### config.mk
export PLATFORM = sky130hd
export DESIGN_NAME = cgt_regs
export DESIGN_NICKNAME = d
export VERILOG_FILES = /design/src/cgt_pkg.sv /design/src/cgt_regs.sv
export SDC_FILE = /design/constraint.sdc
export NUM_CORES = 1
export LEC_CHECK = 0
export BUFFER_PORTS_ARGS = -buffer_cell sky130_fd_sc_hd__buf_2
export CAP_MARGIN = 5
export CELL_PAD_IN_SITES_DETAIL_PLACEMENT = 1
export CELL_PAD_IN_SITES_GLOBAL_PLACEMENT = 1
export CORE_MARGIN = 3
export CORE_UTILIZATION = 35
export DETAILED_ROUTE_END_ITERATION = 12
export GPL_ROUTABILITY_DRIVEN = 0
export GPL_TIMING_DRIVEN = 0
export PLACE_DENSITY = 0.78
export SYNTH_ARGS = -nofsm -noshare
export SYNTH_HDL_FRONTEND = slang
export SYNTH_SLANG_ARGS = --single-unit
### constraint.sdc
create_clock -name clk -period 1.22 [get_ports clk]
set_clock_uncertainty 0.1 [all_clocks]
set_input_delay 0 -clock clk [delete_from_list [all_inputs] [get_ports clk]]
set_output_delay 0 -clock clk [all_outputs]
set_load 0.005 [all_outputs]
### src/cgt_pkg.sv
package cgt_pkg;

  localparam int CORDIC_STEPS_DEF = 24;

  typedef logic signed [35:0] ang_t;
  typedef logic signed [32:0] mop_t;
  typedef logic signed [65:0] prod_t;

  typedef enum logic [1:0] {
    REG_HDG  = 2'd0,
    REG_SPD  = 2'd1,
    REG_DIST = 2'd2,
    REG_TMO  = 2'd3
  } reg_idx_t;

  typedef struct packed {
    logic [14:0] hdg_thr;
    logic [15:0] spd_thr;
    logic [23:0] dist_thr;
    logic [15:0] tmo_thr;
  } cfg_t;

  typedef struct packed {
    logic start;
    logic vec;
    ang_t x;
    ang_t y;
    ang_t z;
  } cordic_req_t;

  typedef struct packed {
    logic done;
    ang_t x;
    ang_t y;
    ang_t z;
  } cordic_rsp_t;

  typedef struct packed {
    logic        start;
    logic [60:0] v;
  } sq_req_t;

  typedef struct packed {
    logic        done;
    logic [30:0] r;
  } sq_rsp_t;

  localparam logic [14:0] HDG_THR_RST  = 15'd400;
  localparam logic [15:0] SPD_THR_RST  = 16'd500;
  localparam logic [23:0] DIST_THR_RST = 24'd400;
  localparam logic [15:0] TMO_THR_RST  = 16'd900;

  localparam ang_t PI_Q30       = 36'sd3373259426;
  localparam ang_t HALF_PI_Q30  = 36'sd1686629713;
  localparam ang_t TWO_PI_Q30   = 36'sd6746518852;
  localparam ang_t GAIN_INV_Q30 = 36'sd652032874;

  localparam logic [63:0] UNIT_TO_RAD = 64'd33537127121;
  localparam int          URAD_SH     = 18;
  localparam logic [17:0] URAD_LO     = UNIT_TO_RAD[17:0];
  localparam logic [16:0] URAD_HI     = UNIT_TO_RAD[34:18];
  localparam mop_t        TWO_R_CM    = 33'sd1274200000;
  localparam logic [63:0] RND_Q30     = 64'd536870912;

  localparam int DEG_DIV     = 1000000;
  localparam int MIN_PER_DEG = 600000;
  // degrees = (raw * DEG_RECIP) >> DEG_SH, exact for any 28-bit raw value
  localparam mop_t        DEG_RECIP = 33'sd281474977;
  localparam int          DEG_SH    = 48;
  localparam logic [27:0] DEG_NET   = 28'(DEG_DIV - MIN_PER_DEG);

  localparam logic [60:0] SQ_ONE = 61'h1000_0000_0000_0000;

  localparam logic [15:0] HDG_MOD  = 16'd36000;
  localparam logic [15:0] HDG_HALF = 16'd18000;
  localparam int SPD_NUM = 463;
  localparam int SPD_DEN = 90;
  localparam int MS_US   = 1000;

  function automatic ang_t atan_q30(input logic [5:0] idx);
    ang_t res;
    if (idx < 6'd11) begin
      unique case (idx)
        6'd0:    res = 36'sd843314856;
        6'd1:    res = 36'sd497837829;
        6'd2:    res = 36'sd263043836;
        6'd3:    res = 36'sd133525158;
        6'd4:    res = 36'sd67021686;
        6'd5:    res = 36'sd33543515;
        6'd6:    res = 36'sd16775850;
        6'd7:    res = 36'sd8388437;
        6'd8:    res = 36'sd4194282;
        6'd9:    res = 36'sd2097149;
        default: res = 36'sd1048575;
      endcase
    end else if (idx <= 6'd30) begin
      res = (ang_t'(1) <<< (6'd30 - idx)) - ang_t'(1);
    end else begin
      res = '0;
    end
    return res;
  endfunction

endpackage

### src/cgt_regs.sv
module cgt_regs (
  input  logic                clk,
  input  logic                rst_n,
  input  logic                psel,
  input  logic                penable,
  input  logic                pwrite,
  input  logic [3:0]          paddr,
  input  logic [31:0]         pwdata,
  output logic [31:0]         prdata,
  output logic                pready,
  output cgt_pkg::cfg_t       cfg
);

  cgt_pkg::cfg_t     cfg_r;
  cgt_pkg::reg_idx_t idx;

  assign idx    = cgt_pkg::reg_idx_t'(paddr[3:2]);
  assign pready = 1'b1;
  assign cfg    = cfg_r;

  always_ff @(posedge clk) begin
    if (!rst_n) begin
      cfg_r.hdg_thr  <= cgt_pkg::HDG_THR_RST;
      cfg_r.spd_thr  <= cgt_pkg::SPD_THR_RST;
      cfg_r.dist_thr <= cgt_pkg::DIST_THR_RST;
      cfg_r.tmo_thr  <= cgt_pkg::TMO_THR_RST;
    end else if (psel && penable && pwrite) begin
      unique case (idx)
        cgt_pkg::REG_HDG:  cfg_r.hdg_thr  <= pwdata[14:0];
        cgt_pkg::REG_SPD:  cfg_r.spd_thr  <= pwdata[15:0];
        cgt_pkg::REG_DIST: cfg_r.dist_thr <= pwdata[23:0];
        cgt_pkg::REG_TMO:  cfg_r.tmo_thr  <= pwdata[15:0];
      endcase
    end
  end

  always_comb begin
    unique case (idx)
      cgt_pkg::REG_HDG:  prdata = 32'(cfg_r.hdg_thr);
      cgt_pkg::REG_SPD:  prdata = 32'(cfg_r.spd_thr);
      cgt_pkg::REG_DIST: prdata = 32'(cfg_r.dist_thr);
      cgt_pkg::REG_TMO:  prdata = 32'(cfg_r.tmo_thr);
    endcase
  end

endmodule

-- Word level (Yosys, flattened, before mapping)
Cells that the tools add are included.
- register bits after elaboration: 71
- input port bits: 41
- output and inout port bits: 104
- word-level logic and storage cells: 15
- eq/ne operators: 3
- mux-type cells: 1
- reduce and logical (&&, ||, !) cells: 7
- operators by type and width (kind ; count):
    $pmux 32 s4 ; 1
    $reduce_and 2->1 ; 4
    $eq 2x2->1 const B ; 2
    $eq 2x1->1 const B ; 1
    $logic_and 1x1->1 ; 2
    $logic_not 2->1 ; 1

-- Longest topological paths before layout
Gate-level depths: netlist (run 1).
- word-level depth: 3
- depth in mapped cells: 6
- mapped depth without buffers: 3

-- Worst setup path before layout (run 1)
OpenSTA, ideal clock, no wires.
- kind: input port to flip-flop
- start: input pwrite
- end: register cfg_r (netlist bit cfg[32])
- setup time: 119 ps
- data arrival time: 821 ps
- data required time: 1001 ps
- slack: 180 ps
- stages on the path: 6
- buffers on the path: 3
- cells stage by stage: and3_1 > buf_4 > and2_4 > buf_6 > buf_6 > mux2i_1
- longest elaborated chain between the ends: 2
- ends and longest elaborated chain (element ; line ; text):
    start, declared ; cgt_regs.sv:6 ; input logic pwrite,
    $logic_and 1x1->1 ; cgt_regs.sv:27 ; end else if (psel && penable && pwrite) begin
    $reduce_and 2->1 (no line) ; - ;
    end, declared ; cgt_regs.sv:14 ; cgt_pkg::cfg_t cfg_r;
Every way passes these cells.
A chain may end at the register's enable or synchronous reset.

-- Final worst setup path (run 1)
- start: register cfg_r (netlist bit cfg[42])
- end: output prdata[2]
- longest elaborated chain between the ends: 1
- ends and longest elaborated chain (element ; line ; text):
    $pmux 32 s4 ; cgt_regs.sv:38 ; unique case (idx)
    end, declared ; cgt_regs.sv:9 ; output logic [31:0] prdata,
Every way passes these cells. The select of a mux whose other input is x is not followed.

==> results.toml, run 1 <==
[logic_synthesis]
synthesis.area_um2 = 3270
synth_seq_area_share_pct = 43.5
synth_flop_cell = "dfxtp_1"
synth.yosys.warnings = 0
ys_seq_elements = 71
synth_cell_type_count = 27
asyncSetResetFlopFracSynth_pct = 0
synth_cells = 316
syn_area_per_cell_um2 = 10.3
synth_enable_flop_cells = 0

[clock_tree]
holdBufCountCts = 26
clock-sinks = 71
cts_tree = "done"
clkSlewWorstSetupHoldPaths_ps = 70
cts_htree_levels = 3
cts_inserted_buffers = 9
max-clock-path-buffers = 2
cts_root_buffer = "clkbuf_8"
clock_insertion_delay_worst_skew_ps = 330

[place]
dp_worst_setup_slack_ps = -274
dp_hpwl_mm = 7.78
place.port_buffers = 124
dpl_cell_area_um2 = 4050

[worst_setup_path]
path_class = "reg -> out"
reg2reg_slack_ps = 250
end_kind = "output port"
critical_path_required_ps = 1120
path_max_fanout = 3
type_of_element_launching_the_critical_path = "flip-flop"
rr_endpoint = "cfg[7]$_SDFFE_PN1P_"
r2r-start = "cfg[7]$_SDFFE_PN1P_"
crit_arrival_ps = 1280
ff2ff_path_depth = 4

[final_layout]
antenna_cells = 0
commonest_cells_after_routing_fill_and_taps_aside = "buf_2, nand2_1, mux2i_1"
max_reg_flops = 71
final_common_cell = "buf_2"
number_of_filler_cells_placed_in_the_layout = 1020
design.final.nets = 560
final_layout_size_suffix_gt1_share_pct = 51.6
layout.cell_area.non_filler_um2 = 4880
area_growth_synth_to_finish_pct = 49.2

[grt]
antenna_found_initial = 0
grt_overflow_total = 0
vias_in_the_first_global_route = 3247
grt_start_max_net_pins = 13
grt_overall_usage_pct = 22.5
wire_length_of_the_first_global_routing_pass_mm = 17.8

[status]
failing_checks = "hold timing, setup timing"
run_status = "finished, violations left"

[power]
finalPower_uw = 4970
static_leakage_uw = 0.00245
worst_ir_drop_vdd_uv = 550
power.density_nw_per_um2 = 1020

[die]
die-width_um = 103
die_area_um2 = 10500
io-pin-count = 145
fp-row-count = 34
fp.dieH_um = 103
initial_utilization_pct = 36.8
floorplan.core_area_um2 = 8890

[detailed_routing]
vias = 3073
totalWireLength_mm = 11.9
drc_errors = 0
detailedRoute.firstIterationViolations = 99
routedWlPerCell_um = 18.8
dr.pass1.iters = 4
ant_nets = 0
post_drt_via_cell_ratio = 4.87

[sta]
slew_headroom_pct = 46.9
tns_ps = -2330
rsz0062_at_grt = "yes"
fmax_mhz = 723
final_critical_path_setup_slack_ps = -163
hold_ws_ps = -45.8
slew_of_the_pin_with_the_lowest_slew_margin_ps = 796
timing_max_transition_violations_final = 0
fin_crit_sh_pct = 113
layout_min_cycle_time_ps = 1380
finalSetupViolCount = 16
finalHoldViolations = 9

[worst_hold_path]
worst_hold_path_type = "in -> reg"
hold_start = "paddr[3]"
holdPathStages = 3
worst_hold_path.endpoint = "cfg[44]$_SDFFE_PN1P_"

[job]
cap_violations = 0
[power breakdown]
| part | leakage (µW) | total [µW] | switching [µW] | internal (µW) |
|---|---|---|---|---|
| Sequential | 0.000587 | 2370 | 22.0 | 2350 |
| Combinational | 0.00176 | 557 | 284 | 273 |
| Clock | 0.000105 | 2040 | 908 | 1140 |
| Total | 0.00245 | 4970 | 1210 | 3760 |
[cells by family after synthesis]
kind of cell    count (synthesis)  synth area share, %
simple gates                  117                 17.1
mux                            83                 31.2
flops                          71                 43.5
buf+inv                        34                 6.39
compound gates                  9                 1.57
other cells                     2                0.230
[how the worst max path moves through the flow]
stage                               from              endpoint  slack (ps)  cells past startpoint
global route         cfg[5]$_SDFFE_PN0P_             prdata[5]        -210                      2
floorplan                         pwrite  cfg[32]$_SDFFE_PN0P_         180                      6
global placement                paddr[2]             prdata[3]        -260                      5
finish              cfg[42]$_SDFFE_PN1P_             prdata[2]        -160                      2
detailed placement              paddr[2]             prdata[7]        -270                      5
CTS                 cfg[42]$_SDFFE_PN1P_             prdata[2]        -170                      2
[cell usage after synthesis (2+ instances only)]
master,count,area share (%)
nand2b_1,3,0.57
buf_6,3,1.0
conb_1,2,0.23
and2_1,8,1.5
nor2b_1,19,3.6
mux4_2,15,10
nand2_1,78,9.0
clkbuf_1,9,1.0
dfxtp_1,71,43
buf_4,13,3.0
mux2i_1,67,21
buf_2,8,1.2
a21oi_1,6,0.92
[layout make-up]
cell class	count	area [µm²]	share of cell area (%)
multi-input cells	218	1670	34.1
flip-flops and latches	71	1480	30.4
repair buffers	185	1170	24.0
plain buffers	33	211	4.33
well taps	108	135	2.77
clock buffers	9	124	2.54
clock inverters	6	86.3	1.77
inverters	1	3.75	0.0769
[critical path: stages, from the launching register on]
cell and delay (ps):
dfxtp_2 330, mux4_2 460, buf_2 150
[routing by layer]
layer	track usage (%)	part of all wire [%]
met1	28.1	43
met2	39.5	50
met3	4.26	5.7
met4	6.46	1.3
met5	0	0
[stage by stage]
stage	instances	hold WS [ps]	util [%]
finish	631	-45.8	54.9
detailed placement	555	165	45.6
global route	631	-69.6	54.9
floorplan	323	38.8	-
global placement	555	150	45.6
CTS	623	-64.1	53.9
[repair_timing]
action	in CTS	in global routing
endpoints found under the setup margin	16	24
buffers inserted	27	8
gates resized for setup	46	12
pin swaps	0	0
endpoints found under the hold margin	71	9
Note: power is estimated with default switching activity, not from simulation.
==> run 2, diff against run 1 <==
--- a/config.mk
+++ b/config.mk
@@ -5,15 +5,16 @@
 export SDC_FILE = /design/constraint.sdc
 export NUM_CORES = 1
 export LEC_CHECK = 0
+export ABC_AREA = 1
 export BUFFER_PORTS_ARGS = -buffer_cell sky130_fd_sc_hd__buf_2
 export CAP_MARGIN = 5
 export CELL_PAD_IN_SITES_DETAIL_PLACEMENT = 1
 export CELL_PAD_IN_SITES_GLOBAL_PLACEMENT = 1
 export CORE_MARGIN = 3
-export CORE_UTILIZATION = 35
+export CORE_UTILIZATION = 32
 export DETAILED_ROUTE_END_ITERATION = 12
 export GPL_ROUTABILITY_DRIVEN = 0
-export GPL_TIMING_DRIVEN = 0
+export GPL_TIMING_DRIVEN = 1
 export PLACE_DENSITY = 0.78
 export SYNTH_ARGS = -nofsm -noshare
 export SYNTH_HDL_FRONTEND = slang
==> run 2 against run 1 <==
- the flow now finishes without violations
- power increased by 0.12%
- area after synthesis increased by 3.9%
- design area decreased by 4.8%
- die area increased by 13%
- worst setup slack improved by 280 ps
- sequential share of layout area increased by 0.19 points
- final cell count increased by 28%
- critical endpoint is now prdata[20]
==> results.toml, run 2 <==
[power]
logic_pwr_share_pct = 13.4
worst_ir_drop_vdd_uv = 419
net-switching-power_uw = 1340
p_int_uw = 3640
switching_share_pct = 26.9
share_clk_of_total_power_pct = 38.2
static_leakage_uw = 0.00232
finalPower_uw = 4980
power.sequential.fraction_pct = 48.4
power.density_nw_per_um2 = 1070

[clock_tree]
cts_inserted_buffers = 9
clock_insertion_delay_worst_skew_ps = 330
cts_htree_levels = 3
clkSlewWorstSetupHoldPaths_ps = 80
max-clock-path-buffers = 2
clock-sinks = 71
cts.repair.resized = 0
cts.repair_timing.setup_buffer_count = 0
cts_tree = "done"
cts_root_buffer = "clkbuf_8"

[die]
io-pin-count = 145
floorplan.core_area_um2 = 10000
fp-row-count = 36
die_area_um2 = 11900
fp.dieH_um = 109
initial_utilization_pct = 33.8
die-width_um = 109

[worst_setup_path]
type_of_element_launching_the_critical_path = "flip-flop"
path_max_fanout = 3
crit_arrival_ps = 1010
critPathTopFamily = "flip-flops"
cpPeakStageDelay_ps = 370
critPathBufInv = 2
path_class = "reg -> out"
crit_chain = "inv_1, nor2_1, buf_2"
critical_path_required_ps = 1120
slowest_stage = "dfxtp_1"
end_kind = "output port"

[grt]
grt_overflow_total = 0
wire_length_of_the_first_global_routing_pass_mm = 19.4
antenna_found_initial = 0
grt_start_max_net_pins = 72
grt_overall_usage_pct = 20.8
vias_in_the_first_global_route = 3920

[sta]
fin_crit_sh_pct = 90.8
layout_min_cycle_time_ps = 1110
rsz0062_at_grt = "no"
fmax_mhz = 903
timing_max_transition_violations_final = 0
finalHoldViolations = 0
finalSetupViolCount = 0
tns_ps = 0

[detailed_routing]
vias = 3839
routedWlPerCell_um = 15.0
detailedRoute.firstIterationViolations = 162
drc_errors = 0
post_drt_via_cell_ratio = 4.75
ant_nets = 0
dr.pass1.iters = 4
totalWireLength_mm = 12.1

[logic_synthesis]
synth_top_cells_by_area = "dfxtp_1, nand2_1, nor2_1, nand3_1, buf_4"
ys_seq_elements = 71
synth_cell_type_count = 17
asyncSetResetFlopFracSynth_pct = 0
synth_cells = 520
synth_most_common_cell = "nand2_1"
synth_seq_area_share_pct = 41.8
synth_top_area_share_pct = 41.8
synth_flop_cell = "dfxtp_1"
synth_enable_flop_cells = 0
synthTopCellsByCount = "nand2_1, nor2_1, nand3_1, dfxtp_1, inv_1"
synth.largest_area_cell = "dfxtp_1"
synthesis.area_um2 = 3400
syn_area_per_cell_um2 = 6.54
synth.yosys.warnings = 0

[final_layout]
antenna_cells = 0
number_of_filler_cells_placed_in_the_layout = 1369
design.final.nets = 711
area_growth_synth_to_finish_pct = 36.7
commonest_cells_after_routing_fill_and_taps_aside = "nand2_1, buf_2, nor2_1"
max_reg_flops = 71
final_layout_size_suffix_gt1_share_pct = 26.1
final_common_cell = "nand2_1"

[place]
dp_hpwl_mm = 8.49
place.port_buffers = 125

[worst_hold_path]
worst_hold_path_type = "in -> reg"

[job]
cap_violations = 0

[status]
run_status = "completed"
-- run 2: changes by cell type in the layout (fill, tap and decap cells not counted), sizes merged, moves of 15 or more --
cell and change:
buf -35, nand3 +71, mux4 -15, inv +33
nand2 +80, nand4 +15, nor2b -19, mux2i -67
nor2 +126
-- run 2: cells by family (layout without fill, tap and decap cells) --
group	count (synthesis)	after routing	share of synthesized area [%]
and+or+nand+nor	373	373	46.6
buffers and inverters	74	222	11.3
DFF	71	71	41.8
other	2	9	0.221
-- run 2: metrics by stage --
stage	instances	setup WS [ps]	hold slack, ps	instance area (µm²)	util [%]
5_1_grt	808	23.3	37.8	4640	46.2
3_3_place_gp	768	153	127	4210	41.9
3_5_place_dp	768	126	143	4210	41.9
4_1_cts	808	95.7	25.0	4640	46.2
6_report	808	113	25.1	4640	46.2
2_1_floorplan	527	253	26.2	3420	-
-- run 2: final cells by class --
cell class	instances	area, µm²	share of cell area [%]
tap	133	166	3.58
multi-input combinational	382	1630	35.1
timing repair buffer	172	1100	23.7
clock inverter	6	60.1	1.29
clock buffer	10	138	2.96
inverter	34	128	2.75
sequential	71	1420	30.6
-- run 2: per-layer routing --
metal | up-vias | global-route usage [%] | wire (µm)
met3 | 21 | 3.02 | 453
li1 | 1890 | - | -
met2 | 99 | 37.6 | 6280
met1 | 1829 | 25.0 | 5160
met5 | - | 0 | 0
met4 | 0 | 7.03 | 218
-- run 2: final timing paths --
path	startpoint	to	slack, ps	depth (start not counted)
max	cfg[36]$_SDFFE_PN0P_	prdata[20]	110	3
min	rst_n	cfg[45]$_SDFFE_PN1P_	30	3
max reg2reg	cfg[6]$_SDFFE_PN0P_	cfg[6]$_SDFFE_PN0P_	480	2
min reg2reg	cfg[45]$_SDFFE_PN1P_	cfg[45]$_SDFFE_PN1P_	400	2
-- run 2: power groups by stage --
stage / Combinational [µW] / Sequential [µW] / Clock, µW
2_1_floorplan: 358 / 2460 / 0
3_3_place_gp: 590 / 2460 / 0
3_5_place_dp: 608 / 2460 / 0
4_1_cts: 670 / 2410 / 1940
5_1_grt: 750 / 2420 / 2050
6_report: 668 / 2410 / 1900
-- run 2: timing repair --
action / CTS / global route
endpoints found under the hold margin: 71 / 0
hold buffers: 24 / 0
setup endpoints to repair: 0 / 0
-- run 2: tightest hold or removal path: cells and delay by family --
family	cells	cell delay (ps)
buf+inv	2	310
simple gates	1	110
==> run 3, diff against run 2 <==
--- a/config.mk
+++ b/config.mk
@@ -5,17 +5,18 @@
 export SDC_FILE = /design/constraint.sdc
 export NUM_CORES = 1
 export LEC_CHECK = 0
-export ABC_AREA = 1
+export ABC_AREA = 0
 export BUFFER_PORTS_ARGS = -buffer_cell sky130_fd_sc_hd__buf_2
 export CAP_MARGIN = 5
 export CELL_PAD_IN_SITES_DETAIL_PLACEMENT = 1
 export CELL_PAD_IN_SITES_GLOBAL_PLACEMENT = 1
+export CORE_ASPECT_RATIO = 1.4
 export CORE_MARGIN = 3
-export CORE_UTILIZATION = 32
+export CORE_UTILIZATION = 35
 export DETAILED_ROUTE_END_ITERATION = 12
 export GPL_ROUTABILITY_DRIVEN = 0
 export GPL_TIMING_DRIVEN = 1
-export PLACE_DENSITY = 0.78
+export PLACE_DENSITY = 0.79
 export SYNTH_ARGS = -nofsm -noshare
 export SYNTH_HDL_FRONTEND = slang
 export SYNTH_SLANG_ARGS = --single-unit
==> run 3 against run 2 <==
- the run now ends with setup timing left
- wire length is 12% lower
- first-iteration DRC count is 29% lower
- final cell count is 24% lower
- sequential share of layout area is 0.91 points lower
- design area is 7.0% higher
- highest routed layer unchanged
- sequential power is 2% lower
- die area is 11% lower
==> results.toml, run 3 (synthesis gave the netlist of run 1 again) <==
[status]
run_status = "finished, violations left"
failing_checks = "setup timing"

[final_layout]
design.final.nets = 540
final_common_cell = "buf_2"
max_reg_flops = 71
antenna_cells = 0
finalCoreUtilization_pct = 54.7
area_growth_synth_to_finish_pct = 51.9
commonest_cells_after_routing_fill_and_taps_aside = "buf_2, nand2_1, mux2i_1"
final_layout_size_suffix_gt1_share_pct = 50.2
layout.cell_area.non_filler_um2 = 4970

[worst_setup_path]
path_class = "reg -> out"
cpPeakStageDelay_ps = 480
critPathBufInv = 1
slowest_stage = "mux4_2"
critical_path_required_ps = 1120
type_of_element_launching_the_critical_path = "flip-flop"
ff2ff_path_depth = 3
reg2reg_slack_ps = 340
worst_setup_path_startpoint = "cfg[1]$_SDFFE_PN0P_"
end_kind = "output port"
crit_chain = "mux4_2, buf_2"
critPathTopFamily = "multiplexers"
r2r-start = "cfg[9]$_SDFFE_PN1P_"
rr_endpoint = "cfg[9]$_SDFFE_PN1P_"
path_max_fanout = 2
crit_arrival_ps = 1290

[grt]
vias_in_the_first_global_route = 3229
wire_length_of_the_first_global_routing_pass_mm = 16.9
grt_overflow_total = 0
grt_overall_usage_pct = 21.1
antenna_found_initial = 0
grt_start_max_net_pins = 40

[sta]
layout_min_cycle_time_ps = 1390
hold_ws_ps = 27.8
finalHoldViolations = 0
final_critical_path_setup_slack_ps = -165
timing_max_transition_violations_final = 0
rsz0062_at_grt = "yes"
tns_ps = -2060
fmax_mhz = 722
finalSetupViolCount = 16
fin_crit_sh_pct = 114

[place]
dp_hpwl_mm = 7.18
dpl_cell_area_um2 = 4100
dp_worst_setup_slack_ps = -23.2
place.port_buffers = 125

[detailed_routing]
drc_errors = 0
detailedRoute.firstIterationViolations = 115
totalWireLength_mm = 10.7
post_drt_via_cell_ratio = 4.88
dr.pass1.iters = 4
routedWlPerCell_um = 17.5
vias = 2983
ant_nets = 0

[die]
floorplan.core_area_um2 = 9080
die_area_um2 = 10600
initial_utilization_pct = 36.0
fp.dieH_um = 120
io-pin-count = 145
die-width_um = 87.7
fp-row-count = 41

[power]
static_leakage_uw = 0.00248
worst_ir_drop_vdd_uv = 691
power.density_nw_per_um2 = 1200

[clock_tree]
clock-sinks = 71
cts_inserted_buffers = 9
clock_insertion_delay_worst_skew_ps = 330
cts_htree_levels = 3
cts_root_buffer = "clkbuf_16"
clkSlewWorstSetupHoldPaths_ps = 60
max-clock-path-buffers = 2
cts_tree = "done"

[worst_hold_path]
worst_hold_path.endpoint = "cfg[9]$_SDFFE_PN1P_"
holdPathStages = 4
hold_start = "penable"
worst_hold_path_type = "in -> reg"

[job]
cap_violations = 0
## run 3: cell types whose count changed in the layout (fill, tap and decap cells not counted), sizes merged, moves of 19 or more
cell	previous run	this run
nand3	73	2
nor2	126	0
nor2b	0	19
inv	34	1
buf	148	173
mux2i	0	67
nand2	159	79
## run 3: per-layer routing
| layer | track usage (%) | vias up | share of wire [%] |
|---|---|---|---|
| li1 | - | 1414 | - |
| met1 | 22.5 | 1448 | 38 |
| met2 | 38.4 | 102 | 55 |
| met3 | 4.43 | 19 | 4.6 |
| met4 | 9.79 | 0 | 2.7 |
| met5 | 0 | - | 0 |
## run 3: worst reg2reg max path, cell delays in order, from the launching register on
cell	delay, ps
dfxtp_2	330
buf_4	130
o21ai_0	70
o211ai_1	120
## run 3: what timing repair did
action,in CTS,in global routing
endpoints found under the setup margin,16,16
hold endpoints to repair,71,0
hold buffers,25,0
gates resized for setup,38,7
setup buffers,25,2
## run 3: cell type report
cell class / instances / area (µm²)
Inverter: 1 / 3.75
Multi-Input combinational cell: 218 / 1670
Tap cell: 107 / 134
Clock buffer: 9 / 225
Timing Repair Buffer: 198 / 1340
Sequential cell: 71 / 1480
Fill cell: 1028 / 4110
Clock inverter: 7 / 121
## run 3: stage by stage
step           instances  total power, µW
2_1_floorplan        323             2680
3_3_place_gp         543             2850
3_5_place_dp         543             2860
4_1_cts              609             5980
5_1_grt              611             6130
6_report             611             5940
## run 3: worst max-delay path by stage
stage               slack, ps  depth (start not counted)                    to
global route             -210                          2             prdata[1]
detailed placement        -20                          5  cfg[35]$_SDFFE_PN0P_
CTS                      -160                          2             prdata[3]
global placement           60                          5  cfg[63]$_SDFFE_PN1P_
floorplan                 180                          6  cfg[32]$_SDFFE_PN0P_
finish                   -170                          2             prdata[1]
## run 3: report_power, final
group | internal [µW] | switching, µW | total [µW]
clock | 2000 | 1030 | 3030
sequential | 2350 | 21.7 | 2370
combinational | 277 | 254 | 532
total | 4630 | 1300 | 5940
